File: config.mk
export PLATFORM = sky130hd
export DESIGN_NAME = lcf_scale
export DESIGN_NICKNAME = d
export VERILOG_FILES = /design/src/hdl/latlon_to_cube_face_coords_top_defines.svh /design/src/hdl/lcf_pkg.sv /design/src/hdl/lcf_scale.sv
export SDC_FILE = /design/constraint.sdc
export NUM_CORES = 2
export LEC_CHECK = 0
export BUFFER_PORTS_ARGS = -buffer_cell sky130_fd_sc_hd__buf_2
export CAP_MARGIN = 0
export CORE_MARGIN = 5
export CORE_UTILIZATION = 43
export CTS_CLUSTER_DIAMETER = 40
export DETAILED_ROUTE_END_ITERATION = 6
export MAX_ROUTING_LAYER = met4
export SYNTH_ARGS = -nofsm -noshare
export SYNTH_HDL_FRONTEND = slang
export SYNTH_SLANG_ARGS = --single-unit
File: constraint.sdc
create_clock -name i_clk -period 7.34 [get_ports i_clk]
set_input_delay 0.734 -clock i_clk [delete_from_list [all_inputs] [get_ports i_clk]]
set_output_delay 0.734 -clock i_clk [all_outputs]
set_load 0.005 [all_outputs]
File: src/hdl/latlon_to_cube_face_coords_top_defines.svh
// assertion macros used by the top-level rtl file
`ifndef LATLON_TO_CUBE_FACE_COORDS_TOP_DEFINES_SVH
`define LATLON_TO_CUBE_FACE_COORDS_TOP_DEFINES_SVH

// same-cycle implication, disabled during reset
`define LCF_ASSERT_NOW(label, clk, rst_n, ante, cons, msg) \
    label: assert property (@(posedge clk) disable iff (!(rst_n)) (ante) |-> (cons)) \
        else $error(msg);

// next-cycle implication, disabled during reset
`define LCF_ASSERT_NEXT(label, clk, rst_n, ante, cons, msg) \
    label: assert property (@(posedge clk) disable iff (!(rst_n)) (ante) |=> (cons)) \
        else $error(msg);

`endif

File: src/hdl/lcf_pkg.sv
`timescale 1ns / 1ps

package lcf_pkg;

    // fixed point formats
    localparam int ANGLE_FRAC_BITS = 22;
    localparam int COORD_FRAC_BITS = 24;
    localparam int ANGLE_W         = 32;
    localparam int HINT_W          = 4;
    localparam int FACE_W          = 3;
    localparam int COORD_W         = 27;

    // one quarter turn, its square and half its square
    localparam longint ANG_D  = longint'(90) << ANGLE_FRAC_BITS;
    localparam longint ANG_D2 = ANG_D * ANG_D;
    localparam longint ANG_H  = ANG_D2 / 2;

    // datapath widths
    localparam int L_W   = $clog2(2 * ANG_D + 1);
    localparam int G_W   = $clog2(4 * ANG_D + 1);
    localparam int MA_W  = $clog2(7 * ANG_D + 1) + 1;
    localparam int MB_W  = L_W + 1;
    localparam int C_W   = L_W + 1;
    localparam int NUM_W = $clog2(15 * ANG_D2) + 1;
    localparam int MAG_W = NUM_W - 1;

    // numerator / (8100 * 2^(2A-C)) == (numerator >> (2A-C+2)) / 2025
    localparam int     DIV_SHIFT = 2 * ANGLE_FRAC_BITS - COORD_FRAC_BITS + 2;
    localparam int     DIV_K     = 2025;
    localparam int     Q_W       = COORD_W - 1;
    localparam longint N_LIMIT   = longint'(DIV_K) << Q_W;
    localparam int     N_W       = $clog2(N_LIMIT);
    localparam int     NRAW_W    = MAG_W - DIV_SHIFT;
    localparam int     NHI_W     = 32;
    localparam int     NLO_W     = N_W - NHI_W;
    localparam int     RECIP_SH  = 38;
    localparam longint RECIP     = (longint'(1) << (RECIP_SH + NLO_W)) / DIV_K;
    localparam int     RECIP_W   = $clog2(RECIP + 1);
    localparam int     LIM_W     = N_W + 1;

    // pipeline shape
    localparam int FRONT_STAGES = 4;
    localparam int SCALE_STAGES = 4;
    localparam int N_STAGES     = FRONT_STAGES + SCALE_STAGES;

    typedef logic signed [ANGLE_W-1:0] t_angle;
    typedef logic signed [HINT_W-1:0]  t_hint;
    typedef logic [FACE_W-1:0]         t_face;
    typedef logic signed [COORD_W-1:0] t_coord;
    typedef logic signed [NUM_W-1:0]   t_num;
    typedef logic [FRONT_STAGES-1:0]   t_front_en;
    typedef logic [SCALE_STAGES-1:0]   t_scale_en;

    // face codes
    localparam t_face FACE_NORTH = 3'd4;
    localparam t_face FACE_SOUTH = 3'd5;
    localparam t_face FACE_LAST  = FACE_SOUTH;

    // saturation limits
    localparam t_coord COORD_MAX = {1'b0, {(COORD_W-1){1'b1}}};
    localparam t_coord COORD_MIN = {1'b1, {(COORD_W-1){1'b0}}};

    // how one face coordinate is built from the two products
    typedef struct packed {
        logic use_p2;
        logic neg;
        logic add_h;
    } t_term_sel;

    // front end result handed to the scalers
    typedef struct packed {
        logic  ok;
        t_face face;
        t_num  num_x;
        t_num  num_y;
    } t_front_out;

endpackage

File: src/hdl/lcf_scale.sv
`timescale 1ns / 1ps

module lcf_scale (
    input  logic               i_clk,
    input  lcf_pkg::t_scale_en i_en,
    input  lcf_pkg::t_num      i_num,
    output lcf_pkg::t_coord    o_coord
);
    import lcf_pkg::*;

    // stage 5: sign and magnitude, drop the low bits, flag saturation
    logic                  w_neg;
    logic [MAG_W-1:0]      w_mag;
    logic [NRAW_W-1:0]     w_nraw;
    logic                  w_sat;
    logic [N_W-1:0]        r_s5_n;
    logic                  r_s5_neg;
    logic                  r_s5_sat;

    assign w_neg  = i_num[NUM_W-1];
    assign w_mag  = MAG_W'(w_neg ? -i_num : i_num);
    assign w_nraw = w_mag[MAG_W-1:DIV_SHIFT];
    assign w_sat  = w_nraw >= NRAW_W'(N_LIMIT);

    always_ff @(posedge i_clk) begin
        if (i_en[0]) begin
            r_s5_n   <= w_sat ? '0 : w_nraw[N_W-1:0];
            r_s5_neg <= w_neg;
            r_s5_sat <= w_sat;
        end
    end

    // stage 6: quotient estimate by reciprocal, low by at most one
    logic [NHI_W+RECIP_W-1:0] w_q_prod;
    logic [Q_W-1:0]           r_s6_q0;
    logic [N_W-1:0]           r_s6_n;
    logic                     r_s6_neg;
    logic                     r_s6_sat;

    assign w_q_prod = r_s5_n[N_W-1 -: NHI_W] * RECIP_W'(RECIP);

    always_ff @(posedge i_clk) begin
        if (i_en[1]) begin
            r_s6_q0  <= w_q_prod[RECIP_SH +: Q_W];
            r_s6_n   <= r_s5_n;
            r_s6_neg <= r_s5_neg;
            r_s6_sat <= r_s5_sat;
        end
    end

    // stage 7: dividend bound for the next quotient value
    logic [LIM_W-1:0] w_lim;
    logic [LIM_W-1:0] r_s7_lim;
    logic [Q_W-1:0]   r_s7_q0;
    logic [N_W-1:0]   r_s7_n;
    logic             r_s7_neg;
    logic             r_s7_sat;

    assign w_lim = LIM_W'({1'b0, r_s6_q0} + 1'b1) * LIM_W'(DIV_K);

    always_ff @(posedge i_clk) begin
        if (i_en[2]) begin
            r_s7_lim <= w_lim;
            r_s7_q0  <= r_s6_q0;
            r_s7_n   <= r_s6_n;
            r_s7_neg <= r_s6_neg;
            r_s7_sat <= r_s6_sat;
        end
    end

    // stage 8: correct, apply sign, saturate
    logic   w_up;
    t_coord w_q_ext;
    t_coord n_s8_coord;
    t_coord r_s8_coord;

    assign w_up    = LIM_W'(r_s7_n) >= r_s7_lim;
    assign w_q_ext = COORD_W'({1'b0, r_s7_q0});

    always_comb begin
        if (r_s7_sat) begin
            n_s8_coord = r_s7_neg ? COORD_MIN : COORD_MAX;
        end else if (r_s7_neg) begin
            n_s8_coord = ~w_q_ext + COORD_W'(!w_up);
        end else begin
            n_s8_coord = w_q_ext + COORD_W'(w_up);
        end
    end

    always_ff @(posedge i_clk) begin
        if (i_en[3]) begin
            r_s8_coord <= n_s8_coord;
        end
    end

    assign o_coord = r_s8_coord;

endmodule

==> flow_summary.toml <==
[run_status]
status = "complete, no violations"

[critical_path]
crit_slowest_cell = "fa_1"
worstSetupStartpoint = "r_s6_q0[2]"
cp_num_buf_inv = 3
arrival_ns = 7.46
timing.rr.start = "r_s6_q0[2]"
cpPeakStageDelay_ns = 0.60
critical_path.top_delay_family = "adder cells"
path_class = "flop to flop"
crit_top_cell = "fa_1"
path_max_fanout = 5
cp_data_required_time_ns = 7.67
critPathCaptureType = "flop"
cp-start-kind = "flop"

[synthesis]
ys_seq_elements = 234
synth_common_cells = "670 x inv_1, 519 x ha_1, 353 x fa_1, 234 x edfxtp_1, 118 x nor2_1"
seq_area_frac_synth = 0.2436
synth_edf_count = 234
netlist_area_um2 = 28840
synth_ff_type = "edfxtp_1"
synth.most_common_cell = "inv_1"
synthCells = 2717
ys_async_sr_fraction = 0
yosysTopAreaCell = "fa_1"
syn-num-nets = 3656
synth_cell_types = 69
syn_avg_cell_area_um2 = 10.62
synth_top_area_share = 0.2450
yosysWarnings = 0
synth_area_leaders = "fa_1 25%, edfxtp_1 24%, ha_1 23%, inv_1 8.7%, xor2_1 2.2%"

[drt]
drc = 0
totalWireLength_mm = 68.07
vias_per_cell = 5.051
first_pass_iters = 7
drtIter0Drc = 971
ant_nets = 0
vias = 19380
wire_per_inst_um = 17.74

[cts]
cts_root_buf = "clkbuf_16"
insertion_delay_ns = 0.59
numCtsBuffers = 42
cts-root-to-sink-buffers = 3
clkTransAtPathRegs_ns = 0.05
cts_hold_buf = 0
htree_levels = 2
cts_sinks = 234
cts_tree = "yes"

[floorplanning]
die_area_um2 = 72360
die-width_um = 269.0
pin_count = 94
die_h_um = 269.0
row_count = 95
core_area_um2 = 66800
initial_core_util = 0.4318

[timing]
drv_slew = 0
fin_crit_ns = 7.135
rsz0062_at_grt = "true"
setup_viol_count_final = 0
maxSlewHeadroom = 0.3542
timing.fmax_ghz = 0.1402
finalCritPeriodShare = 0.9720
hold_violations = 0
worst_slew_pin_slew_ns = 0.9619
fin_worst_skew_ns = 0.03637
fin_ws_ns = 0.2055

[place]
port_buffers = 93
hpwlAfterDp_mm = 57.81
gp_congestion = 0.9315
pre_cts_slack_ns = -0.04550
placed_cell_area_um2 = 31010
dpl.cell_count = 3750

[final_layout]
drive_above_1_share = 0.1043
stdcell_area_um2 = 32680
instances_no_fill = 3836
diodes = 0
areaGrowthSynthToFinish_pct = 13.31
nets = 3869
n_fill_cell = 6129

[worst_hold_path]
min_from = "r_s6_n[15]"
hp-class = "flop to flop"

[global_route]
grt_pass1_vias = 20970
grt_pass1_wl_mm = 110.5
grt_max_degree = 66
track_usage = 0.1990
antenna_found_initial = 1
overflow = 0

[job]
drv_cap = 0
stage by stage:
| stage | TNS, ns | util | hold WS, ns |
|---|---|---|---|
| after floorplan | 0 | - | 0.4003 |
| after CTS | 0 | 0.4866 | 0.4139 |
| after global routing | -0.07726 | 0.4893 | 0.4197 |
| after detailed placement | -0.07210 | 0.4642 | 0.4045 |
| final | 0 | 0.4893 | 0.4117 |
| after global placement | 0 | 0.4642 | 0.4013 |
registers in the layout, indices dropped and copies added, names as in the netlist:
register,cells
o_coord,27
r_s5_n,37
r_s5_neg,1
r_s5_sat,1
r_s6_n,37
r_s6_neg,1
r_s6_q0,26
r_s6_sat,1
r_s7_lim,38
r_s7_n,37
r_s7_neg,1
r_s7_q0,26
r_s7_sat,1
per-layer routing:
layer | GRT usage | up-vias | routed length (um)
met1 | 0.2533 | 9482 | 29950
met2 | 0.3370 | 396 | 33450
li1 | - | 9386 | -
met4 | 0.05151 | 0 | 1872
met5 | - | - | 0
met3 | 0.02820 | 113 | 2794
path summary, 6_finish.rpt:
path                  end  slack (ns)  cells past startpoint
min            r_s7_n[15]        0.41                      0
max reg2reg  r_s7_lim[34]        0.21                     25
max          r_s7_lim[34]        0.21                     25
min reg2reg    r_s7_n[15]        0.41                      0
what timing repair did:
action	CTS	global route
pin swaps	0	11
setup buffers	0	9
resized for setup	1	23
endpoints found under the setup margin	2	15
placed cells by master (no fill, tap or decap), drive strengths merged, types with 4 or more instances in the layout:
| master | netlist | routed |
|---|---|---|
| buf | 6 | 201 |
| o21bai | 15 | 15 |
| a21boi | 5 | 5 |
| nand2 | 84 | 84 |
| nor4 | 16 | 16 |
| a31oi | 11 | 11 |
| xnor2 | 69 | 69 |
| nor2 | 118 | 118 |
| or3 | 12 | 12 |
| o221ai | 4 | 4 |
| o22ai | 5 | 5 |
| a221oi | 5 | 5 |
| o211ai | 7 | 7 |
| o21a | 20 | 20 |
| nor2b | 14 | 14 |
| o31ai | 18 | 18 |
| ha | 519 | 519 |
| o21ai | 78 | 78 |
| nand2b | 20 | 20 |
| nand4 | 33 | 33 |
| a21o | 44 | 44 |
| and2 | 11 | 11 |
| a211oi | 12 | 12 |
| o31a | 4 | 4 |
| nand3 | 30 | 30 |
| bufinv | 0 | 6 |
| and3 | 24 | 24 |
| nor3 | 16 | 16 |
| clkinv | 0 | 18 |
| xor2 | 74 | 74 |
| a21oi | 107 | 107 |
| inv | 670 | 676 |
| clkbuf | 26 | 44 |
| fa | 353 | 353 |
| edfxtp | 234 | 234 |
| or2 | 7 | 7 |
| nor3b | 4 | 4 |
worst register-to-register path: cells and delay by family, from the launching register on:
kind | cells | cell delay, ns
fa+ha+maj | 6 | 2.88
simple gates | 8 | 1.47
compound gates | 5 | 1.22
xor+xnor | 3 | 0.57
flops | 1 | 0.44
buf+inv | 3 | 0.33
kinds of logic (layout without fill, tap and decap cells):
group,Yosys count,in the layout,share of synthesized area
xor+xnor,143,143,0.04342
buf+inv,702,948,0.09227
simple gates,401,401,0.06984
compound gates,361,361,0.07930
fa+ha+maj,872,872,0.4701
flops,234,234,0.2436
mux,4,4,0.001431
cell type report:
type	instances	area [um2]	share of cell area
well taps	873	1092	0.03342
multi-input cells	1781	19280	0.5900
clock inverters	33	429.2	0.01313
clock buffers	44	1059	0.03239
inverters	670	2515	0.07695
flip-flops and latches	234	7027	0.2150
repair buffers	201	1279	0.03912
Power is left out: the tool's default activity adds up to more than one toggle a clock period on the data nets, which glitch-free logic cannot reach.
