<file path="src/hdl/latlon_to_cube_face_coords_top_defines.svh">
// assertion macros used by the top-level rtl file
`ifndef LATLON_TO_CUBE_FACE_COORDS_TOP_DEFINES_SVH
`define LATLON_TO_CUBE_FACE_COORDS_TOP_DEFINES_SVH

// same-cycle implication, disabled during reset
`define LCF_ASSERT_NOW(label, clk, rst_n, ante, cons, msg) \
    label: assert property (@(posedge clk) disable iff (!(rst_n)) (ante) |-> (cons)) \
        else $error(msg);

// next-cycle implication, disabled during reset
`define LCF_ASSERT_NEXT(label, clk, rst_n, ante, cons, msg) \
    label: assert property (@(posedge clk) disable iff (!(rst_n)) (ante) |=> (cons)) \
        else $error(msg);

`endif

</file>
<file path="src/hdl/lcf_pkg.sv">
`timescale 1ns / 1ps

package lcf_pkg;

    // fixed point formats
    localparam int ANGLE_FRAC_BITS = 22;
    localparam int COORD_FRAC_BITS = 24;
    localparam int ANGLE_W         = 32;
    localparam int HINT_W          = 4;
    localparam int FACE_W          = 3;
    localparam int COORD_W         = 27;

    // one quarter turn, its square and half its square
    localparam longint ANG_D  = longint'(90) << ANGLE_FRAC_BITS;
    localparam longint ANG_D2 = ANG_D * ANG_D;
    localparam longint ANG_H  = ANG_D2 / 2;

    // datapath widths
    localparam int L_W   = $clog2(2 * ANG_D + 1);
    localparam int G_W   = $clog2(4 * ANG_D + 1);
    localparam int MA_W  = $clog2(7 * ANG_D + 1) + 1;
    localparam int MB_W  = L_W + 1;
    localparam int C_W   = L_W + 1;
    localparam int NUM_W = $clog2(15 * ANG_D2) + 1;
    localparam int MAG_W = NUM_W - 1;

    // numerator / (8100 * 2^(2A-C)) == (numerator >> (2A-C+2)) / 2025
    localparam int     DIV_SHIFT = 2 * ANGLE_FRAC_BITS - COORD_FRAC_BITS + 2;
    localparam int     DIV_K     = 2025;
    localparam int     Q_W       = COORD_W - 1;
    localparam longint N_LIMIT   = longint'(DIV_K) << Q_W;
    localparam int     N_W       = $clog2(N_LIMIT);
    localparam int     NRAW_W    = MAG_W - DIV_SHIFT;
    localparam int     NHI_W     = 32;
    localparam int     NLO_W     = N_W - NHI_W;
    localparam int     RECIP_SH  = 38;
    localparam longint RECIP     = (longint'(1) << (RECIP_SH + NLO_W)) / DIV_K;
    localparam int     RECIP_W   = $clog2(RECIP + 1);
    localparam int     LIM_W     = N_W + 1;

    // pipeline shape
    localparam int FRONT_STAGES = 4;
    localparam int SCALE_STAGES = 4;
    localparam int N_STAGES     = FRONT_STAGES + SCALE_STAGES;

    typedef logic signed [ANGLE_W-1:0] t_angle;
    typedef logic signed [HINT_W-1:0]  t_hint;
    typedef logic [FACE_W-1:0]         t_face;
    typedef logic signed [COORD_W-1:0] t_coord;
    typedef logic signed [NUM_W-1:0]   t_num;
    typedef logic [FRONT_STAGES-1:0]   t_front_en;
    typedef logic [SCALE_STAGES-1:0]   t_scale_en;

    // face codes
    localparam t_face FACE_NORTH = 3'd4;
    localparam t_face FACE_SOUTH = 3'd5;
    localparam t_face FACE_LAST  = FACE_SOUTH;

    // saturation limits
    localparam t_coord COORD_MAX = {1'b0, {(COORD_W-1){1'b1}}};
    localparam t_coord COORD_MIN = {1'b1, {(COORD_W-1){1'b0}}};

    // how one face coordinate is built from the two products
    typedef struct packed {
        logic use_p2;
        logic neg;
        logic add_h;
    } t_term_sel;

    // front end result handed to the scalers
    typedef struct packed {
        logic  ok;
        t_face face;
        t_num  num_x;
        t_num  num_y;
    } t_front_out;

endpackage

</file>
<file path="src/hdl/lcf_front.sv">
`timescale 1ns / 1ps

module lcf_front (
    input  logic                i_clk,
    input  lcf_pkg::t_front_en  i_en,
    input  lcf_pkg::t_angle     i_latitude,
    input  lcf_pkg::t_angle     i_longitude,
    input  lcf_pkg::t_hint      i_face_hint,
    output lcf_pkg::t_front_out o_front
);
    import lcf_pkg::*;

    localparam t_angle           LAT_MAX = t_angle'(ANG_D);
    localparam t_angle           LAT_MIN = t_angle'(-ANG_D);
    localparam t_angle           LON_MAX = t_angle'(2 * ANG_D);
    localparam t_angle           LON_MIN = t_angle'(-2 * ANG_D);
    localparam logic [G_W-1:0]   G_D1    = G_W'(ANG_D);
    localparam logic [G_W-1:0]   G_D2    = G_W'(2 * ANG_D);
    localparam logic [G_W-1:0]   G_D3    = G_W'(3 * ANG_D);
    localparam logic [L_W-1:0]   L_HALF  = L_W'(ANG_D / 2);
    localparam logic [L_W-1:0]   L_3HALF = L_W'(3 * ANG_D / 2);
    localparam t_num             NUM_H   = NUM_W'(ANG_H);

    // stage 1: range check and offset angles
    logic             n_s1_ok;
    logic [L_W-1:0]   n_s1_l;
    logic [G_W-1:0]   n_s1_g;
    logic             n_s1_hint_vld;
    logic             r_s1_ok;
    logic [L_W-1:0]   r_s1_l;
    logic [G_W-1:0]   r_s1_g;
    logic             r_s1_hint_vld;
    t_face            r_s1_hint;

    assign n_s1_ok = (i_latitude >= LAT_MIN) && (i_latitude <= LAT_MAX) &&
                     (i_longitude >= LON_MIN) && (i_longitude <= LON_MAX);
    assign n_s1_l  = L_W'(i_latitude + LAT_MAX);
    assign n_s1_g  = G_W'(i_longitude + LON_MAX);
    assign n_s1_hint_vld = !i_face_hint[HINT_W-1] && (i_face_hint[FACE_W-1:0] <= FACE_LAST);

    always_ff @(posedge i_clk) begin
        if (i_en[0]) begin
            r_s1_ok       <= n_s1_ok;
            r_s1_l        <= n_s1_l;
            r_s1_g        <= n_s1_g;
            r_s1_hint_vld <= n_s1_hint_vld;
            r_s1_hint     <= i_face_hint[FACE_W-1:0];
        end
    end

    // stage 2: face and band decision, multiplier operands
    logic [1:0]              w_band_pos;
    logic [1:0]              n_s2_band;
    t_face                   n_s2_face;
    logic signed [MA_W-1:0]  w_g_s;
    logic signed [MA_W-1:0]  w_u [4];
    logic signed [MA_W-1:0]  w_w [4];
    logic signed [C_W-1:0]   w_l_s;
    logic signed [C_W-1:0]   w_p;
    logic signed [MA_W-1:0]  n_s2_ma;
    logic signed [MB_W-1:0]  n_s2_mb;
    logic signed [C_W-1:0]   n_s2_c;
    logic signed [MA_W-1:0]  r_s2_ma;
    logic signed [MB_W-1:0]  r_s2_mb;
    logic signed [C_W-1:0]   r_s2_c;
    t_face                   r_s2_face;
    logic [1:0]              r_s2_band;
    logic                    r_s2_ok;

    // longitude band, longitude 180 folds into the last band
    always_comb begin
        if (r_s1_g >= G_D3) begin
            w_band_pos = 2'd3;
        end else if (r_s1_g >= G_D2) begin
            w_band_pos = 2'd2;
        end else if (r_s1_g >= G_D1) begin
            w_band_pos = 2'd1;
        end else begin
            w_band_pos = 2'd0;
        end
    end

    // a valid hint forces the face, an equatorial hint also the band
    always_comb begin
        n_s2_band = w_band_pos;
        if (r_s1_hint_vld) begin
            n_s2_face = r_s1_hint;
            if (r_s1_hint < FACE_NORTH) begin
                n_s2_band = r_s1_hint[1:0];
            end
        end else if (r_s1_l < L_HALF) begin
            n_s2_face = FACE_SOUTH;
        end else if (r_s1_l >= L_3HALF) begin
            n_s2_face = FACE_NORTH;
        end else begin
            n_s2_face = t_face'(w_band_pos);
        end
        if (!r_s1_ok) begin
            n_s2_face = '0;
        end
    end

    // in-band offset and its doubled form, one candidate per band
    assign w_g_s = MA_W'({1'b0, r_s1_g});

    always_comb begin
        for (int k = 0; k < 4; k++) begin
            w_u[k] = w_g_s - MA_W'(longint'(k) * ANG_D);
            w_w[k] = (w_g_s <<< 1) - MA_W'((2 * longint'(k) + 1) * ANG_D);
        end
    end

    assign w_l_s = C_W'({1'b0, r_s1_l});
    assign w_p   = (n_s2_face == FACE_NORTH) ? (C_W'(2 * ANG_D) - w_l_s) : w_l_s;

    always_comb begin
        if (n_s2_face == FACE_NORTH || n_s2_face == FACE_SOUTH) begin
            n_s2_ma = w_w[n_s2_band];
            n_s2_mb = MB_W'(w_p);
            n_s2_c  = w_p;
        end else begin
            n_s2_ma = w_u[n_s2_band];
            n_s2_mb = MB_W'(ANG_D);
            n_s2_c  = w_l_s - C_W'(ANG_D / 2);
        end
    end

    always_ff @(posedge i_clk) begin
        if (i_en[1]) begin
            r_s2_ma   <= n_s2_ma;
            r_s2_mb   <= n_s2_mb;
            r_s2_c    <= n_s2_c;
            r_s2_face <= n_s2_face;
            r_s2_band <= n_s2_band;
            r_s2_ok   <= r_s1_ok;
        end
    end

    // stage 3: products and per-axis term selection
    logic signed [MA_W+MB_W-1:0] w_p1;
    t_num                        w_p2;
    t_term_sel                   n_s3_sel_x;
    t_term_sel                   n_s3_sel_y;
    t_num                        r_s3_p1;
    t_num                        r_s3_p2;
    t_term_sel                   r_s3_sel_x;
    t_term_sel                   r_s3_sel_y;
    t_face                       r_s3_face;
    logic                        r_s3_ok;

    assign w_p1 = r_s2_ma * r_s2_mb;
    assign w_p2 = NUM_W'(r_s2_c) * NUM_W'(ANG_D);

    // polar caps rotate by band; equatorial faces take the products as they are
    always_comb begin
        n_s3_sel_x = '{use_p2: 1'b0, neg: 1'b0, add_h: 1'b0};
        n_s3_sel_y = '{use_p2: 1'b1, neg: 1'b0, add_h: 1'b0};
        if (r_s2_face == FACE_NORTH) begin
            case (r_s2_band)
                2'd0: begin
                    n_s3_sel_x = '{use_p2: 1'b0, neg: 1'b0, add_h: 1'b1};
                    n_s3_sel_y = '{use_p2: 1'b1, neg: 1'b1, add_h: 1'b1};
                end
                2'd1: begin
                    n_s3_sel_x = '{use_p2: 1'b1, neg: 1'b0, add_h: 1'b1};
                    n_s3_sel_y = '{use_p2: 1'b0, neg: 1'b0, add_h: 1'b1};
                end
                2'd2: begin
                    n_s3_sel_x = '{use_p2: 1'b0, neg: 1'b1, add_h: 1'b1};
                    n_s3_sel_y = '{use_p2: 1'b1, neg: 1'b0, add_h: 1'b1};
                end
                default: begin
                    n_s3_sel_x = '{use_p2: 1'b1, neg: 1'b1, add_h: 1'b1};
                    n_s3_sel_y = '{use_p2: 1'b0, neg: 1'b1, add_h: 1'b1};
                end
            endcase
        end else if (r_s2_face == FACE_SOUTH) begin
            case (r_s2_band)
                2'd0: begin
                    n_s3_sel_x = '{use_p2: 1'b1, neg: 1'b1, add_h: 1'b1};
                    n_s3_sel_y = '{use_p2: 1'b0, neg: 1'b0, add_h: 1'b1};
                end
                2'd1: begin
                    n_s3_sel_x = '{use_p2: 1'b0, neg: 1'b0, add_h: 1'b1};
                    n_s3_sel_y = '{use_p2: 1'b1, neg: 1'b0, add_h: 1'b1};
                end
                2'd2: begin
                    n_s3_sel_x = '{use_p2: 1'b1, neg: 1'b0, add_h: 1'b1};
                    n_s3_sel_y = '{use_p2: 1'b0, neg: 1'b1, add_h: 1'b1};
                end
                default: begin
                    n_s3_sel_x = '{use_p2: 1'b0, neg: 1'b1, add_h: 1'b1};
                    n_s3_sel_y = '{use_p2: 1'b1, neg: 1'b1, add_h: 1'b1};
                end
            endcase
        end
    end

    always_ff @(posedge i_clk) begin
        if (i_en[2]) begin
            r_s3_p1    <= NUM_W'(w_p1);
            r_s3_p2    <= w_p2;
            r_s3_sel_x <= n_s3_sel_x;
            r_s3_sel_y <= n_s3_sel_y;
            r_s3_face  <= r_s2_face;
            r_s3_ok    <= r_s2_ok;
        end
    end

    // stage 4: numerators over the squared quarter turn
    function automatic t_num f_numer(t_term_sel s, t_num p1, t_num p2);
        t_num t;
        t_num off;
        t   = s.use_p2 ? p2 : p1;
        off = s.add_h ? NUM_H : '0;
        return off + (s.neg ? ~t : t) + NUM_W'(s.neg);
    endfunction

    t_front_out n_s4;
    t_front_out r_s4;

    always_comb begin
        n_s4.ok    = r_s3_ok;
        n_s4.face  = r_s3_face;
        n_s4.num_x = r_s3_ok ? f_numer(r_s3_sel_x, r_s3_p1, r_s3_p2) : '0;
        n_s4.num_y = r_s3_ok ? f_numer(r_s3_sel_y, r_s3_p1, r_s3_p2) : '0;
    end

    always_ff @(posedge i_clk) begin
        if (i_en[3]) begin
            r_s4 <= n_s4;
        end
    end

    assign o_front = r_s4;

endmodule

</file>
<file path="config.mk">
export PLATFORM = sky130hd
export DESIGN_NAME = lcf_front
export DESIGN_NICKNAME = d
export VERILOG_FILES = /design/src/hdl/latlon_to_cube_face_coords_top_defines.svh /design/src/hdl/lcf_pkg.sv /design/src/hdl/lcf_front.sv
export SDC_FILE = /design/constraint.sdc
export NUM_CORES = 2
export LEC_CHECK = 0
export BUFFER_PORTS_ARGS = -buffer_cell sky130_fd_sc_hd__buf_4
export CAP_MARGIN = 20
export CORE_MARGIN = 2
export CORE_UTILIZATION = 40
export CTS_CLUSTER_DIAMETER = 30
export DETAILED_ROUTE_END_ITERATION = 8
export GPL_TIMING_DRIVEN = 0
export HOLD_SLACK_MARGIN = 0.05
export PLACE_DENSITY = 0.55
export SYNTH_ARGS = -nofsm -noshare
export SYNTH_HDL_FRONTEND = slang
export SYNTH_SLANG_ARGS = --single-unit
</file>
<file path="constraint.sdc">
create_clock -name i_clk -period 22.7 [get_ports i_clk]
set_input_delay 3.405 -clock i_clk [delete_from_list [all_inputs] [get_ports i_clk]]
set_output_delay 3.405 -clock i_clk [all_outputs]
set_load 0.005 [all_outputs]
</file>
==> results.toml <==
[clock_network]
clk_latency_ns = 0.68
numCtsBuffers = 86
clockBufferDepth = 3
ctsResizeCount = 0
clk_pin_slew_worst_paths_ns = 0.05
cts_tree = "yes"
cts.sinks = 404
clk_root_buffer_cell = "clkbuf_16"
post_cts_buffers = 0
h-tree-depth = 3
hold_buffers = 0

[critical_path]
path_class = "flip-flop to flip-flop"
worstPathMaxFanout = 10
critPathLaunchType = "flip-flop"
slowest_delay_ns = 1.07
end_kind = "flip-flop"
crit_top_cell = "fa_1"
cp_top_family = "adder cells"
cp_slowest_cell = "fa_1"
crit_buf_inv = 9
arrival_ns = 11.35
required_ns = 23.06

[floorplan]
die_h_microns = 399.9
initial_core_util_pct = 40.19
core_area_sq_um = 156000
io_pins = 201
die-area_sq_um = 160000
placementRows = 145
fp.dieW_microns = 399.9

[placement]
dp.cells = 8803
dp_hpwl_microns = 194700
io_buffers = 200
pre_cts_slack_ns = 11.78
gp_congestion = 1.054

[finish]
area_growth_pct = 11.69
stdcell_count = 8966
fillCellCount = 15310
final_util_pct = 44.89
nets = 8348
drive_gt1_share_pct = 6.894
final_cell_mix = "inv_1 (1299), fa_1 (1114), nand2_1 (771)"
final_common_cell = "inv_1"

[timing]
worstMarginPinSlew_ns = 1.298
grt_setup_unrepaired = "no"
skew_ns = 0.02324
finalHoldViolCount = 0
fin_crit_ns = 10.99
period_share_pct = 48.41
slew_viol_final = 0
setup_viol = 0
max_freq_mhz = 91.00
worst_slack_ns = 11.71
setup-tns-final_ns = 0
relSlewSlack_pct = 13.47

[yosys]
synth_cell_types = 109
synthCells = 6530
avgSynthCellArea_sq_um = 9.603
ys_warn_count = 0
seq_area_frac_synth_pct = 19.35
syn-num-nets = 8043
ys_seq_elements = 404
synth-edff-count = 404
async_reset_ff_share_pct = 0
syn_area_sq_um = 62710
synthFlopType = "edfxtp_1"

[run_status]
status = "completed"

[drt]
vias_per_cell = 5.328
via_count = 47770
ant_nets = 0
post_drt_wl_per_cell_microns = 25.71
drt_wl_total_microns = 230600
first_pass_iters = 6
drt_first_iter_violations = 4082
drc = 0

[grt]
grt_max_degree = 101
overflow = 0
grt_pass1_wl_microns = 336100
antenna_found_initial = 21
grt_pass1_vias = 49260
grt_usage_pct = 29.33

[run]
maxCapViolCount = 0

[worst_hold_path]
hp-class = "flip-flop to flip-flop"
-- layout make-up --
cell class	count	area [sq um]	share of cell area, %
plain buffers	327	1338	1.910
diodes	3	7.507	0.01072
well taps	2058	2575	3.676
clock inverters	66	767.0	1.095
repair buffers	217	1787	2.551
inverters	1303	4891	6.983
flip-flops and latches	404	12130	17.32
multi-input cells	4496	44350	63.32
clock buffers	92	2196	3.135
-- cells in the mapped netlist (27+ instances only) --
cell type	n	area share (%)
a211oi_1	30	0.36
a21o_1	47	0.56
a21oi_1	195	1.6
a31oi_1	28	0.28
and2_1	516	5.1
and3_1	34	0.34
clkbuf_1	270	1.6
edfxtp_1	404	19
fa_1	1114	36
ha_1	326	6.5
inv_1	1299	7.8
mux2i_1	71	1.1
nand2_1	771	4.6
nand2b_1	35	0.35
nand3_1	55	0.44
nand4_1	27	0.27
nor2_1	282	1.7
nor2b_1	38	0.38
nor3_1	66	0.53
nor4_1	31	0.31
o21ai_0	166	1.3
or3_1	34	0.34
xnor2_1	280	3.9
xor2_1	86	1.2
-- per-stage QoR --
step	hold WS [ns]	instance area [sq um]
finish	0.4174	70040
global route	0.4383	70030
CTS	0.4182	70010
detailed placement	0.4072	67040
global placement	0.4036	66790
floorplan	0.4003	62710
-- path summary, 6_finish.rpt --
check	startpoint	endpoint	slack [ns]	cells after the start
min reg2reg	r_s3_face[1]	o_front[125]	0.42	0
min	r_s3_face[1]	o_front[125]	0.42	0
max	r_s2_ma[32]	r_s3_p1[61]	11.71	28
max reg2reg	r_s2_ma[32]	r_s3_p1[61]	11.71	28
-- registers in the layout, summed over array words and instances (netlist names) --
register and count:
r_s2_ma 33, r_s3_sel_x 3, o_front 128, r_s1_ok 1
r_s1_hint 3, r_s2_face 3, r_s1_hint_vld 1, r_s3_p1 62
r_s1_l 30, r_s2_band 2, r_s3_p2 38, r_s2_ok 1
r_s2_mb 31, r_s3_face 3, r_s1_g 31, r_s3_ok 1
r_s3_sel_y 2, r_s2_c 31
-- cells by family (layout without fill, tap and decap cells) --
group                    after synthesis  after routing  synth area share [%]
AO/OA/AOI/OAI                        665            665                 6.878
XOR/XNOR                             367            367                 5.148
adder cells (fa/ha/maj)             1440           1440                 42.07
buffers and inverters               1630           2005                 9.932
flip-flops                           404            404                 19.35
multiplexers                          85             85                 1.532
other                                  0              3                     0
AND/OR/NAND/NOR                     1939           1939                 15.10
-- per-layer routing --
metal	up-vias	global-route usage [%]	wire, microns
li1	20880	-	-
met1	24200	39.10	94800
met2	2169	45.42	101100
met3	515	5.871	20180
met4	6	14.93	14410
met5	-	0	37
Power is not shown: default switching activity piles up to over one toggle a cycle in this logic, so the estimate is an artifact.
